[config.mk]
export PLATFORM = sky130hd
export DESIGN_NAME = ordered_unique_byte_list_top
export DESIGN_NICKNAME = d
export VERILOG_FILES = /design/src/hdl/oubl_pkg.sv /design/src/hdl/oubl_datapath.sv /design/src/hdl/oubl_ctrl.sv /design/src/hdl/ordered_unique_byte_list_top.sv
export SDC_FILE = /design/constraint.sdc
export NUM_CORES = 1
export LEC_CHECK = 0
export ABC_AREA = 0
export BUFFER_PORTS_ARGS = -buffer_cell sky130_fd_sc_hd__buf_4
export CAP_MARGIN = 20
export CORE_MARGIN = 8
export CORE_UTILIZATION = 40
export DETAILED_ROUTE_END_ITERATION = 6
export GPL_TIMING_DRIVEN = 0
export MAX_ROUTING_LAYER = met4
export PLACE_DENSITY = 0.55
export RECOVER_POWER = 50
export SKIP_CTS_REPAIR_TIMING = 1
export SYNTH_ARGS = -nofsm -noshare
export SYNTH_HDL_FRONTEND = slang
export SYNTH_HIERARCHICAL = 1
export SYNTH_SLANG_ARGS = --single-unit
[constraint.sdc]
create_clock -name clk -period 8 [get_ports clk]
set_input_delay 2 -clock clk [delete_from_list [all_inputs] [get_ports clk]]
set_output_delay 2 -clock clk [all_outputs]
set_load 0.03 [all_outputs]
[src/hdl/oubl_pkg.sv]
// ---------------------------------------------------------------------------
// oubl_pkg
// Shared codes, controller states and control/status bundles of the
// ordered unique byte list.
// ---------------------------------------------------------------------------
package oubl_pkg;

  localparam int CAPACITY_DEFAULT = 64;

  localparam logic [2:0] CMD_CLEAR  = 3'd0;
  localparam logic [2:0] CMD_APPEND = 3'd1;
  localparam logic [2:0] CMD_INSERT = 3'd2;
  localparam logic [2:0] CMD_MODIFY = 3'd3;
  localparam logic [2:0] CMD_DUMP   = 3'd4;

  localparam logic [1:0] ST_DONE    = 2'd0;
  localparam logic [1:0] ST_DUP     = 2'd1;
  localparam logic [1:0] ST_MISSING = 2'd2;
  localparam logic [1:0] ST_FULL    = 2'd3;

  typedef enum logic [3:0] {
    S_IDLE,
    S_DISPATCH,
    S_ASCAN_RD,
    S_ASCAN_CHK,
    S_DSCAN_RD,
    S_DSCAN_CHK,
    S_DEL_RD,
    S_DEL_WR,
    S_INS_RD,
    S_INS_WR,
    S_DUMP_RD,
    S_DUMP_OUT,
    S_RESULT
  } state_t;

  typedef enum logic [1:0] {
    RD_IDX,
    RD_IDX_NEXT,
    RD_IDX_PREV
  } rd_sel_t;

  typedef enum logic [1:0] {
    WR_NONE,
    WR_IDX_RD,
    WR_TAIL_KEY,
    WR_POS_KEY
  } wr_op_t;

  typedef enum logic [2:0] {
    IDX_HOLD,
    IDX_ZERO,
    IDX_INC,
    IDX_DEC,
    IDX_COUNT
  } idx_op_t;

  typedef struct packed {
    logic       load_in;
    logic       clear_count;
    logic       count_inc;
    logic       count_dec;
    logic       key_load_new;
    logic       scan_step;
    logic       rd_en;
    rd_sel_t    rd_sel;
    wr_op_t     wr_op;
    idx_op_t    idx_op;
    logic       pos_ins;
    logic       set_status;
    logic [1:0] status_code;
    logic       out_load_item;
    logic       out_load_result;
  } ctrl_cmd_t;

  typedef struct packed {
    logic [2:0] cmd;
    logic       scan_end;
    logic       match;
    logic       del_end;
    logic       ins_end;
    logic       full;
    logic       count_zero;
    logic       dump_last;
    logic       out_free;
  } dp_status_t;

endpackage

[src/hdl/oubl_datapath.sv]
// ---------------------------------------------------------------------------
// oubl_datapath
// Entry memory, walking index, count, key registers and result register.
// ---------------------------------------------------------------------------
module oubl_datapath #(
  parameter int CAPACITY = oubl_pkg::CAPACITY_DEFAULT
) (
  input  logic                  clk,
  input  logic                  rst,
  input  oubl_pkg::ctrl_cmd_t   c,
  output oubl_pkg::dp_status_t  s,
  input  logic [2:0]            cmd,
  input  logic signed [7:0]     value,
  input  logic signed [7:0]     new_value,
  input  logic                  out_stall,
  output logic                  out_valid,
  output logic signed [7:0]     item,
  output logic                  item_valid,
  output logic [1:0]            status,
  output logic                  last
);

  localparam int CW = $clog2(CAPACITY + 1);
  localparam int AW = (CAPACITY > 1) ? $clog2(CAPACITY) : 1;

  logic [7:0]    mem [CAPACITY];
  logic [7:0]    rd_data;
  logic [7:0]    key;
  logic [7:0]    new_key;
  logic [2:0]    cmd_q;
  logic [1:0]    res_status;
  logic [CW-1:0] count;
  logic [CW-1:0] idx;
  logic [CW-1:0] pos;
  logic [CW-1:0] ins_pos;
  logic          gt_seen;

  logic [CW-1:0] idx_inc;
  logic [CW-1:0] idx_dec;
  logic [AW-1:0] rd_addr;
  logic [AW-1:0] wr_addr;
  logic [7:0]    wr_data;
  logic          wr_en;
  logic          greater;

  assign idx_inc = idx + 1'b1;
  assign idx_dec = idx - 1'b1;
  assign greater = $signed(rd_data) > $signed(key);

  always_comb begin
    case (c.rd_sel)
      oubl_pkg::RD_IDX:      rd_addr = idx[AW-1:0];
      oubl_pkg::RD_IDX_NEXT: rd_addr = idx_inc[AW-1:0];
      oubl_pkg::RD_IDX_PREV: rd_addr = idx_dec[AW-1:0];
      default:               rd_addr = idx[AW-1:0];
    endcase
  end

  always_comb begin
    wr_en   = 1'b1;
    wr_addr = idx[AW-1:0];
    wr_data = rd_data;
    case (c.wr_op)
      oubl_pkg::WR_IDX_RD: begin
        wr_addr = idx[AW-1:0];
        wr_data = rd_data;
      end
      oubl_pkg::WR_TAIL_KEY: begin
        wr_addr = count[AW-1:0];
        wr_data = key;
      end
      oubl_pkg::WR_POS_KEY: begin
        wr_addr = pos[AW-1:0];
        wr_data = key;
      end
      default: begin
        wr_en = 1'b0;
      end
    endcase
  end

  always_ff @(posedge clk) begin
    if (wr_en) begin
      mem[wr_addr] <= wr_data;
    end
    if (c.rd_en) begin
      rd_data <= mem[rd_addr];
    end
  end

  always_ff @(posedge clk) begin
    if (rst) begin
      count <= '0;
    end else if (c.clear_count) begin
      count <= '0;
    end else if (c.count_inc) begin
      count <= count + 1'b1;
    end else if (c.count_dec) begin
      count <= count - 1'b1;
    end
  end

  always_ff @(posedge clk) begin
    if (c.load_in) begin
      cmd_q   <= cmd;
      key     <= value;
      new_key <= new_value;
    end else if (c.key_load_new) begin
      key <= new_key;
    end

    // first entry greater than the key is the sorted insert position
    if (c.load_in || c.key_load_new) begin
      gt_seen <= 1'b0;
    end else if (c.scan_step && !gt_seen && greater) begin
      gt_seen <= 1'b1;
      ins_pos <= idx;
    end

    if (c.pos_ins) begin
      pos <= gt_seen ? ins_pos : count;
    end

    if (c.load_in) begin
      res_status <= oubl_pkg::ST_DONE;
    end else if (c.set_status) begin
      res_status <= c.status_code;
    end

    case (c.idx_op)
      oubl_pkg::IDX_ZERO:  idx <= '0;
      oubl_pkg::IDX_INC:   idx <= idx_inc;
      oubl_pkg::IDX_DEC:   idx <= idx_dec;
      oubl_pkg::IDX_COUNT: idx <= count;
      default:             idx <= idx;
    endcase
  end

  always_ff @(posedge clk) begin
    if (rst) begin
      out_valid <= 1'b0;
    end else if (c.out_load_item || c.out_load_result) begin
      out_valid <= 1'b1;
    end else if (!out_stall) begin
      out_valid <= 1'b0;
    end
  end

  always_ff @(posedge clk) begin
    if (c.out_load_item) begin
      item       <= rd_data;
      item_valid <= 1'b1;
      status     <= oubl_pkg::ST_DONE;
      last       <= (idx_inc == count);
    end else if (c.out_load_result) begin
      item       <= '0;
      item_valid <= 1'b0;
      status     <= res_status;
      last       <= 1'b1;
    end
  end

  always_comb begin
    s.cmd        = cmd_q;
    s.scan_end   = (idx == count);
    s.match      = (rd_data == key);
    s.del_end    = (idx_inc >= count);
    s.ins_end    = (idx == pos);
    s.full       = (count >= CW'(CAPACITY));
    s.count_zero = (count == '0);
    s.dump_last  = (idx_inc == count);
    s.out_free   = !out_valid || !out_stall;
  end

endmodule

[src/hdl/oubl_ctrl.sv]
// ---------------------------------------------------------------------------
// oubl_ctrl
// Sequencer for scan, shift-delete, shift-insert, dump and result delivery.
// ---------------------------------------------------------------------------
module oubl_ctrl (
  input  logic                  clk,
  input  logic                  rst,
  input  logic                  in_valid,
  output logic                  in_stall,
  input  oubl_pkg::dp_status_t  s,
  output oubl_pkg::ctrl_cmd_t   c
);

  oubl_pkg::state_t state;
  oubl_pkg::state_t state_next;

  always_ff @(posedge clk) begin
    if (rst) begin
      state <= oubl_pkg::S_IDLE;
    end else begin
      state <= state_next;
    end
  end

  always_comb begin
    state_next = state;
    case (state)
      oubl_pkg::S_IDLE: begin
        if (in_valid) state_next = oubl_pkg::S_DISPATCH;
      end
      oubl_pkg::S_DISPATCH: begin
        case (s.cmd)
          oubl_pkg::CMD_APPEND: state_next = oubl_pkg::S_ASCAN_RD;
          oubl_pkg::CMD_INSERT: state_next = oubl_pkg::S_ASCAN_RD;
          oubl_pkg::CMD_MODIFY: state_next = oubl_pkg::S_DSCAN_RD;
          oubl_pkg::CMD_DUMP: begin
            state_next = s.count_zero ? oubl_pkg::S_RESULT : oubl_pkg::S_DUMP_RD;
          end
          default: state_next = oubl_pkg::S_RESULT;
        endcase
      end
      oubl_pkg::S_ASCAN_RD: begin
        if (!s.scan_end) begin
          state_next = oubl_pkg::S_ASCAN_CHK;
        end else if (s.full || s.cmd == oubl_pkg::CMD_APPEND) begin
          state_next = oubl_pkg::S_RESULT;
        end else begin
          state_next = oubl_pkg::S_INS_RD;
        end
      end
      oubl_pkg::S_ASCAN_CHK: begin
        state_next = s.match ? oubl_pkg::S_RESULT : oubl_pkg::S_ASCAN_RD;
      end
      oubl_pkg::S_DSCAN_RD: begin
        state_next = s.scan_end ? oubl_pkg::S_RESULT : oubl_pkg::S_DSCAN_CHK;
      end
      oubl_pkg::S_DSCAN_CHK: begin
        state_next = s.match ? oubl_pkg::S_DEL_RD : oubl_pkg::S_DSCAN_RD;
      end
      oubl_pkg::S_DEL_RD: begin
        state_next = s.del_end ? oubl_pkg::S_ASCAN_RD : oubl_pkg::S_DEL_WR;
      end
      oubl_pkg::S_DEL_WR: state_next = oubl_pkg::S_DEL_RD;
      oubl_pkg::S_INS_RD: begin
        state_next = s.ins_end ? oubl_pkg::S_RESULT : oubl_pkg::S_INS_WR;
      end
      oubl_pkg::S_INS_WR:  state_next = oubl_pkg::S_INS_RD;
      oubl_pkg::S_DUMP_RD: state_next = oubl_pkg::S_DUMP_OUT;
      oubl_pkg::S_DUMP_OUT: begin
        if (s.out_free) begin
          state_next = s.dump_last ? oubl_pkg::S_IDLE : oubl_pkg::S_DUMP_RD;
        end
      end
      oubl_pkg::S_RESULT: begin
        if (s.out_free) state_next = oubl_pkg::S_IDLE;
      end
      default: state_next = oubl_pkg::S_IDLE;
    endcase
  end

  assign in_stall = rst || (state != oubl_pkg::S_IDLE);

  always_comb begin
    c = '0;
    case (state)
      oubl_pkg::S_IDLE: begin
        if (in_valid) begin
          c.load_in = 1'b1;
          c.idx_op  = oubl_pkg::IDX_ZERO;
        end
      end
      oubl_pkg::S_DISPATCH: begin
        if (s.cmd == oubl_pkg::CMD_CLEAR) c.clear_count = 1'b1;
      end
      oubl_pkg::S_ASCAN_RD: begin
        if (!s.scan_end) begin
          c.rd_en  = 1'b1;
          c.rd_sel = oubl_pkg::RD_IDX;
        end else if (s.full) begin
          c.set_status  = 1'b1;
          c.status_code = oubl_pkg::ST_FULL;
        end else if (s.cmd == oubl_pkg::CMD_APPEND) begin
          c.wr_op     = oubl_pkg::WR_TAIL_KEY;
          c.count_inc = 1'b1;
        end else begin
          c.pos_ins = 1'b1;
          c.idx_op  = oubl_pkg::IDX_COUNT;
        end
      end
      oubl_pkg::S_ASCAN_CHK: begin
        if (s.match) begin
          c.set_status  = 1'b1;
          c.status_code = oubl_pkg::ST_DUP;
        end else begin
          c.scan_step = 1'b1;
          c.idx_op    = oubl_pkg::IDX_INC;
        end
      end
      oubl_pkg::S_DSCAN_RD: begin
        if (s.scan_end) begin
          c.set_status  = 1'b1;
          c.status_code = oubl_pkg::ST_MISSING;
        end else begin
          c.rd_en  = 1'b1;
          c.rd_sel = oubl_pkg::RD_IDX;
        end
      end
      oubl_pkg::S_DSCAN_CHK: begin
        // on a hit the index stays at the entry to delete
        if (!s.match) c.idx_op = oubl_pkg::IDX_INC;
      end
      oubl_pkg::S_DEL_RD: begin
        if (s.del_end) begin
          c.count_dec    = 1'b1;
          c.key_load_new = 1'b1;
          c.idx_op       = oubl_pkg::IDX_ZERO;
        end else begin
          c.rd_en  = 1'b1;
          c.rd_sel = oubl_pkg::RD_IDX_NEXT;
        end
      end
      oubl_pkg::S_DEL_WR: begin
        c.wr_op  = oubl_pkg::WR_IDX_RD;
        c.idx_op = oubl_pkg::IDX_INC;
      end
      oubl_pkg::S_INS_RD: begin
        if (s.ins_end) begin
          c.wr_op     = oubl_pkg::WR_POS_KEY;
          c.count_inc = 1'b1;
        end else begin
          c.rd_en  = 1'b1;
          c.rd_sel = oubl_pkg::RD_IDX_PREV;
        end
      end
      oubl_pkg::S_INS_WR: begin
        c.wr_op  = oubl_pkg::WR_IDX_RD;
        c.idx_op = oubl_pkg::IDX_DEC;
      end
      oubl_pkg::S_DUMP_RD: begin
        c.rd_en  = 1'b1;
        c.rd_sel = oubl_pkg::RD_IDX;
      end
      oubl_pkg::S_DUMP_OUT: begin
        if (s.out_free) begin
          c.out_load_item = 1'b1;
          c.idx_op        = oubl_pkg::IDX_INC;
        end
      end
      oubl_pkg::S_RESULT: begin
        if (s.out_free) c.out_load_result = 1'b1;
      end
      default: begin
        c = '0;
      end
    endcase
  end

endmodule

[src/hdl/ordered_unique_byte_list_top.sv]
// ---------------------------------------------------------------------------
// ordered_unique_byte_list_top
// Ordered list of distinct signed bytes with clear, append, sorted insert,
// modify and dump commands.
// ---------------------------------------------------------------------------
// Usage:
//   input channel  : in_valid / in_stall with cmd, value, new_value; one
//                    transaction carries one command
//   output channel : out_valid / out_stall with item, item_valid, status,
//                    last; last marks the final transaction of a command
//   one command is taken at a time; in_stall is high while it is worked on
//   clear, unused codes and dump of an empty list go straight to the
//   result; append scans for a duplicate, then writes the key at the tail;
//   sorted insert scans, then shifts entries up from the tail to the insert
//   position and writes the key; modify scans for the old value, shifts the
//   later entries down over it and inserts the new value in order; dump
//   reads and delivers the entries one after another; the single entry
//   memory reads each visited entry, then compares or writes it
//   the next command is accepted in the cycle after the last result is
//   loaded, while that result may still wait in the output register
//   out_stall holds the output register; a dump pauses on the pending entry
//   and resumes when it is taken
//   reset empties the list, drops any pending result and needs no sweep;
//   entries beyond the count are never read
// ---------------------------------------------------------------------------
module ordered_unique_byte_list_top #(
  parameter int CAPACITY = oubl_pkg::CAPACITY_DEFAULT
) (
  input  logic              clk,
  input  logic              rst,
  input  logic              in_valid,
  output logic              in_stall,
  input  logic [2:0]        cmd,
  input  logic signed [7:0] value,
  input  logic signed [7:0] new_value,
  output logic              out_valid,
  input  logic              out_stall,
  output logic signed [7:0] item,
  output logic              item_valid,
  output logic [1:0]        status,
  output logic              last
);

  oubl_pkg::ctrl_cmd_t  ctrl_cmd;
  oubl_pkg::dp_status_t dp_status;

  oubl_ctrl u_ctrl (
    .clk      (clk),
    .rst      (rst),
    .in_valid (in_valid),
    .in_stall (in_stall),
    .s        (dp_status),
    .c        (ctrl_cmd)
  );

  oubl_datapath #(
    .CAPACITY (CAPACITY)
  ) u_datapath (
    .clk        (clk),
    .rst        (rst),
    .c          (ctrl_cmd),
    .s          (dp_status),
    .cmd        (cmd),
    .value      (value),
    .new_value  (new_value),
    .out_stall  (out_stall),
    .out_valid  (out_valid),
    .item       (item),
    .item_valid (item_valid),
    .status     (status),
    .last       (last)
  );

endmodule

==> out/results.txt, run 1 <==
Status -> finished with violations
Failing checks -> capacitance limit, slew limit
YS warnings -> 6
Largest net degree at the start of global routing -> 65
Most frequent cells in the layout -> edfxtp_1, nand2_1, nor2_1, mux4_2, mux2i_1
Slew HR -> -79.4%
Fin nets -> 1893
Setup TNS -> 0 ns
H-tree Lvls -> 3
FF-to-FF setup slack -> 0.50 ns
Worst-Skew Late Latency -> 0.61 ns
Drt initial violations -> 1921
CP Capture Type -> flip-flop
DR DRC count -> 0
Setup crit end -> u_datapath/rd_data[7]$_DFFE_PP_
EDFF count, synth -> 569
GRT Total Usage -> 20.7%
ANT nets after route -> 0
Max Root-Sink Buffers -> 3
Routed vias/inst -> 5.84
Mapped cell area -> 0.0259 sq mm
Routed len/inst -> 27.3 microns
Worst VDD drop -> 187 uV
Buffers & Inverters on Critical Path -> 8
Seq cells post-synth -> 587
CTS tree -> yes
Fraction of layout cells with a size suffix above 1 -> 16.3%
Die Width -> 271 microns
Max Cap Violations -> 10
N_diodes -> 0
Pleak -> 9.81 nW
Critical path class -> flip-flop to flip-flop
Port Buffers -> 36
Cells after synthesis -> 1719
Hold Path Class -> flip-flop to flip-flop
Dpl cell area -> 0.0275 sq mm
Total core area -> 0.0642 sq mm
Share of the yosys chip area belonging to registers -> 67.3%
Crit path DAT -> 7.78 ns
Worst Path Max Fanout -> 10
Synth area leaders -> edfxtp_1, mux4_2, nand2_1
Post-synth top area share -> 65.9%
Pwr Density -> 364 mW/mm^2
CTS root buf -> clkbuf_16
Slew Limit Fails -> 343
Tmin final -> 7.50 ns
Ports -> 37
Worst setup SP type -> flip-flop
GR Overflow Total -> 0
Die footprint -> 0.0732 sq mm
Initial core utilization -> 40.4%
DP Wirelength -> 51200 microns
Most common library cell in the layout ignoring fill and taps -> edfxtp_1
CP required -> 8.28 ns
Final Hold Vio Count -> 0
Num CTS Buffers -> 67
Final setup violation count -> 0
Syn Area/Cell -> 15.1 sq um
Part of the cycle the worst path needs -> 93.8%
Top_reg_cell synth -> edfxtp_1
First-pass DRT Iterations -> 5
RSZ-0062 raised after global routing -> no
CP max stage delay -> 0.57 ns
First-pass GRT wire length -> 110000 microns
CP Depth -> 25
Clk pin slew, worst setup/hold paths -> 0.06 ns
Clk sink count -> 587
Critical path's slowest cell -> edfxtp_1
Design Area, Final -> 0.0294 sq mm
Die Y -> 271 microns
Non-Filler Instances -> 2745
Yosys top cell by area -> edfxtp_1
CP delay by family, top -> buffers and inverters
Final WL -> 74900 microns
R2r endpoint -> u_datapath/rd_data[7]$_DFFE_PP_
Post-synth cell types -> 76
Async set or reset register ratio after synthesis -> 0%
Actual slew at the worst max-slew pin -> 2.67 ns
FP Rows -> 93
Worst Clk Skew -> 0.0236 ns
Cells on worst reg2reg path -> 25
Via count -> 16000
Post-layout util -> 45.8%
Layout area overhead -> 13.5%
Fmax -> 133 MHz
DP Cell Count -> 2626
Reg2reg start -> u_datapath/idx[0]$_DFFE_PP_
Vias in the first global route -> 16000
Worst setup startpoint -> u_datapath/idx[0]$_DFFE_PP_
Syn_nets -> 1767
Initial antenna violation count -> 0
Hold WS -> 0.453 ns
Global placement routability congestion -> 0.922
==> synth_stat cells (all sizes together), types with 11 or more instances <==
master and number:
edfxtp 569, nand2 250, nor2 111, mux4 101
mux2i 89, buf 61, nand3 43, o21ai 40
clkbuf 38, and3 35, a21oi 32, inv 30
ha 24, a311oi 22, mux2 19, a31oi 18
dfxtp 18, xor2 17, a22oi 16, xnor2 14
nor2b 13, nor3 13, a21o 12, and2 11
o22ai 11
==> stage by stage <==
step	power, mW	setup WS [ns]
after global placement	7.79	-2.02
after floorplan	6.33	2.54
after CTS	10.8	-0.427
after detailed placement	7.87	-0.387
final	10.7	0.498
after global routing	11.1	0.225
==> final cells by class <==
class / count / area (sq um)
fillers: 5689 / 34800
flip-flops and latches: 587 / 17400
multi-input cells: 1003 / 7890
clock buffers: 77 / 1710
well taps: 855 / 1070
plain buffers: 98 / 483
repair buffers: 58 / 380
clock inverters: 37 / 320
inverters: 30 / 113
==> kinds of logic after synthesis <==
kind of cell / Yosys count / synth area share, %
xor gates and xnor gates: 31 / 1.05
adders and majority gates: 25 / 1.24
AOI/OAI and AO/OA: 214 / 5.79
muxes: 209 / 13.1
DFF: 587 / 67.3
buffers and inverters: 129 / 2.28
and+or+nand+nor: 524 / 9.25
==> flip-flops by register name (all words and copies together) (netlist names), 2 cells and up <==
name                   count
u_ctrl/state               4
u_datapath/cmd_q           3
u_datapath/count           7
u_datapath/idx             7
u_datapath/ins_pos         7
u_datapath/item            8
u_datapath/key             8
u_datapath/mem           512
u_datapath/new_key         8
u_datapath/pos             7
u_datapath/rd_data         8
u_datapath/res_status      2
u_datapath/status          2
==> routing by layer <==
layer / global-route usage (%) / vias to the layer above / routed length [microns]
li1: - / 6917 / -
met1: 27.1 / 8177 / 30800
met2: 32.7 / 785 / 35500
met3: 3.91 / 146 / 6030
met4: 6.78 / 0 / 2560
met5: - / - / 0
==> report_power, final <==
part	total [mW]	switching, mW	internal, mW
Sequential	4.01	0.0764	3.94
Clock	2.90	1.23	1.67
Combinational	3.79	2.58	1.21
Total	10.7	3.89	6.82
==> worst min path at each step <==
stage,cells after the start,endpoint,from
3_5_place_dp,1,u_datapath/item_valid$_SDFFE_PP1P_,u_datapath/item_valid$_SDFFE_PP1P_
3_3_place_gp,1,u_datapath/item_valid$_SDFFE_PP1P_,u_datapath/item_valid$_SDFFE_PP1P_
6_report,1,u_datapath/item_valid$_SDFFE_PP1P_,u_datapath/item_valid$_SDFFE_PP1P_
2_1_floorplan,0,u_datapath/ins_pos[4]$_DFFE_PP_,u_datapath/idx[4]$_DFFE_PP_
5_1_grt,1,u_datapath/item_valid$_SDFFE_PP1P_,u_datapath/item_valid$_SDFFE_PP1P_
4_1_cts,1,u_datapath/item_valid$_SDFFE_PP1P_,u_datapath/item_valid$_SDFFE_PP1P_
Note: power is estimated with default switching activity, not from simulation.
==> run 2: changes to the inputs <==
--- a/config.mk
+++ b/config.mk
@@ -9,11 +9,11 @@
 export BUFFER_PORTS_ARGS = -buffer_cell sky130_fd_sc_hd__buf_4
 export CAP_MARGIN = 20
 export CORE_MARGIN = 8
-export CORE_UTILIZATION = 40
+export CORE_UTILIZATION = 30
 export DETAILED_ROUTE_END_ITERATION = 6
 export GPL_TIMING_DRIVEN = 0
 export MAX_ROUTING_LAYER = met4
-export PLACE_DENSITY = 0.55
+export PLACE_DENSITY = 0.44
 export RECOVER_POWER = 50
 export SKIP_CTS_REPAIR_TIMING = 1
 export SYNTH_ARGS = -nofsm -noshare
==> out/results.txt, run 2 (synthesis gave the netlist of run 1 again) <==
ANT nets after route -> 0 (unchanged)
Part of the cycle the worst path needs -> 95.8% (+2.0 points)
Worst setup startpoint -> u_datapath/idx[0]$_DFFE_PP_
Layout area overhead -> 15.3%
Fillers -> 8413 (+48%)
CP required -> 8.30 ns (+0.02 ns)
Fraction of layout cells with a size suffix above 1 -> 16.0% (-0.25 points)
DP Wirelength -> 54800 microns (+7.0%)
Sequential power share -> 36.9% (-0.6 points)
Initial core utilization -> 30.1% (-10 points)
Worst Clk Skew -> 0.0508 ns (+0.0272 ns)
Crit path DAT -> 7.96 ns (+0.18 ns)
GRT Total Usage -> 16.8% (-3.9 points)
Register bank with the most flops -> u_datapath/mem
Final Power -> 10.9 mW (+2.0%)
Design Area, Final -> 0.0299 sq mm (+1.6%)
Fin nets -> 1892 (-0.053%)
Clk sink count -> 587 (unchanged)
Most common library cell in the layout ignoring fill and taps -> edfxtp_1
Fmax -> 131 MHz (-2.1%)
Internal power -> 6.90 mW (+1.1%)
Num CTS Buffers -> 69 (+3.0%)
Clk pwr share -> 27.5% (+0.4 points)
Max Cap Violations -> 7 (-3)
Routed len/inst -> 26.0 microns (-4.8%)
Vias in the first global route -> 15800 (-1.2%)
Worst setup SP type -> flip-flop
Most frequent cells in the layout -> edfxtp_1, nand2_1, nor2_1, mux4_2, mux2i_1
Final setup violation count -> 0 (unchanged)
Critical path's slowest cell -> edfxtp_1
Critical path class -> flip-flop to flip-flop
Status -> finished with violations
Die footprint -> 0.0961 sq mm (+31%)
Die Y -> 310 microns (+15%)
Routed vias/inst -> 5.15 (-12%)
Setup crit end -> u_datapath/rd_data[7]$_DFFE_PP_
Final Hold Vio Count -> 0 (unchanged)
Dpl cell area -> 0.0278 sq mm (+1.3%)
GR Overflow Total -> 0 (unchanged)
Hold Path Class -> flip-flop to flip-flop
DR DRC count -> 0 (unchanged)
Slew Limit Fails -> 310 (-9.6%)
Tmin final -> 7.66 ns (+0.160 ns)
Post-layout util -> 34.7% (-11 points)
Max reg flops -> 512 (unchanged)
Initial antenna violation count -> 0 (unchanged)
R2r endpoint -> u_datapath/rd_data[7]$_DFFE_PP_
CP max stage delay -> 0.57 ns (about the same)
First-pass GRT wire length -> 114000 microns (+4.0%)
Actual slew at the worst max-slew pin -> 3.03 ns (+0.361 ns)
Largest net degree at the start of global routing -> 65 (unchanged)
Slew HR -> -104% (-25 points)
FP Rows -> 108 (+16%)
Combinational share of power -> 35.6% (+0.2 points)
Ports -> 37 (unchanged)
Failing checks -> capacitance limit, slew limit
H-tree Lvls -> 3 (unchanged)
CTS root buf -> clkbuf_16
Worst-Skew Late Latency -> 0.63 ns (+0.02 ns)
Setup TNS -> 0 ns (unchanged)
Global placement routability congestion -> 0.901 (-2.2%)
Sw power -> 4.03 mW (+3.6%)
CP Capture Type -> flip-flop
Worst VDD drop -> 179 uV (-4.2%)
Via count -> 15700 (-1.9%)
Final WL -> 79200 microns (+5.8%)
RSZ-0062 raised after global routing -> no
CTS tree -> yes
Sw Share -> 36.9% (+0.55 points)
Max Root-Sink Buffers -> 3 (unchanged)
Total core area -> 0.0862 sq mm (+34%)
Worst Path Max Fanout -> 10 (unchanged)
Port Buffers -> 36 (unchanged)
N_diodes -> 0 (unchanged)
Pleak -> 9.85 nW (+0.38%)
Cells on worst reg2reg path -> 25 (unchanged)
First-pass DRT Iterations -> 5 (unchanged)
Hold WS -> 0.451 ns (-0.00216 ns)
FF-to-FF setup slack -> 0.34 ns (-0.16 ns)
Drt initial violations -> 1626 (-15%)
Reg2reg start -> u_datapath/idx[0]$_DFFE_PP_
Die Width -> 310 microns (+15%)
Pwr Density -> 365 mW/mm^2 (+0.42%)
Clk pin slew, worst setup/hold paths -> 0.06 ns (about the same)
run 2: cell types whose count changed in the layout (fill, tap and decap cells not counted), sizes merged:
cell	delta
buf	-3
clkinv	-1
clkbuf	+9
clkinvlp	-2
bufinv	-1
inv	+2
dlymetal6s4s	+1
run 2: per-layer routing:
| metal | GRT usage, % | routed length (microns) |
|---|---|---|
| met3 | 2.94 | 4630 |
| met2 | 26.6 | 37700 |
| met5 | - | 0 |
| met4 | 4.28 | 1910 |
| met1 | 22.4 | 35000 |
run 2: cell type report:
type | instances | area, sq um | share of cell area, %
inverter | 30 | 113 | 0.377
sequential | 587 | 17400 | 58.4
buffer | 99 | 493 | 1.65
tap | 1155 | 1450 | 4.84
clock inverter | 35 | 338 | 1.13
timing repair buffer | 54 | 363 | 1.21
clock buffer | 87 | 1790 | 6.00
multi-input combinational | 1003 | 7900 | 26.4
run 2: worst min path at each step:
stage          depth (start not counted)                                from  slack (ns)                                 end
2_1_floorplan                          0         u_datapath/idx[4]$_DFFE_PP_        0.42     u_datapath/ins_pos[4]$_DFFE_PP_
3_3_place_gp                           1  u_datapath/item_valid$_SDFFE_PP1P_        0.45  u_datapath/item_valid$_SDFFE_PP1P_
3_5_place_dp                           1  u_datapath/item_valid$_SDFFE_PP1P_        0.44  u_datapath/item_valid$_SDFFE_PP1P_
4_1_cts                                1  u_datapath/item_valid$_SDFFE_PP1P_        0.46  u_datapath/item_valid$_SDFFE_PP1P_
5_1_grt                                1  u_datapath/item_valid$_SDFFE_PP1P_        0.47  u_datapath/item_valid$_SDFFE_PP1P_
6_report                               1  u_datapath/item_valid$_SDFFE_PP1P_        0.45  u_datapath/item_valid$_SDFFE_PP1P_
run 2: per-stage QoR:
stage	instances	worst slack [ns]
2_1_floorplan	1719	2.54
3_3_place_gp	2910	-2.41
3_5_place_dp	2922	-0.749
4_1_cts	3044	-0.784
5_1_grt	3050	0.0706
6_report	3050	0.338
run 2: power groups by stage:
stage,registers (mW),logic [mW],clock network [mW]
2_1_floorplan,4.03,2.30,0
3_3_place_gp,4.10,3.82,0
3_5_place_dp,4.07,3.95,0
4_1_cts,4.00,3.96,3.08
5_1_grt,4.04,4.16,3.20
6_report,4.03,3.89,3.01
run 2: critical path: cells and delay by family, from the launching register on:
kind	cells	cell delay, ns
buffers and inverters	8	2.34
adder cells (fa/ha/maj)	3	1.25
AND/OR/NAND/NOR	5	0.97
multiplexers	2	0.78
AO/OA/AOI/OAI	7	1.38
flip-flops	1	0.57
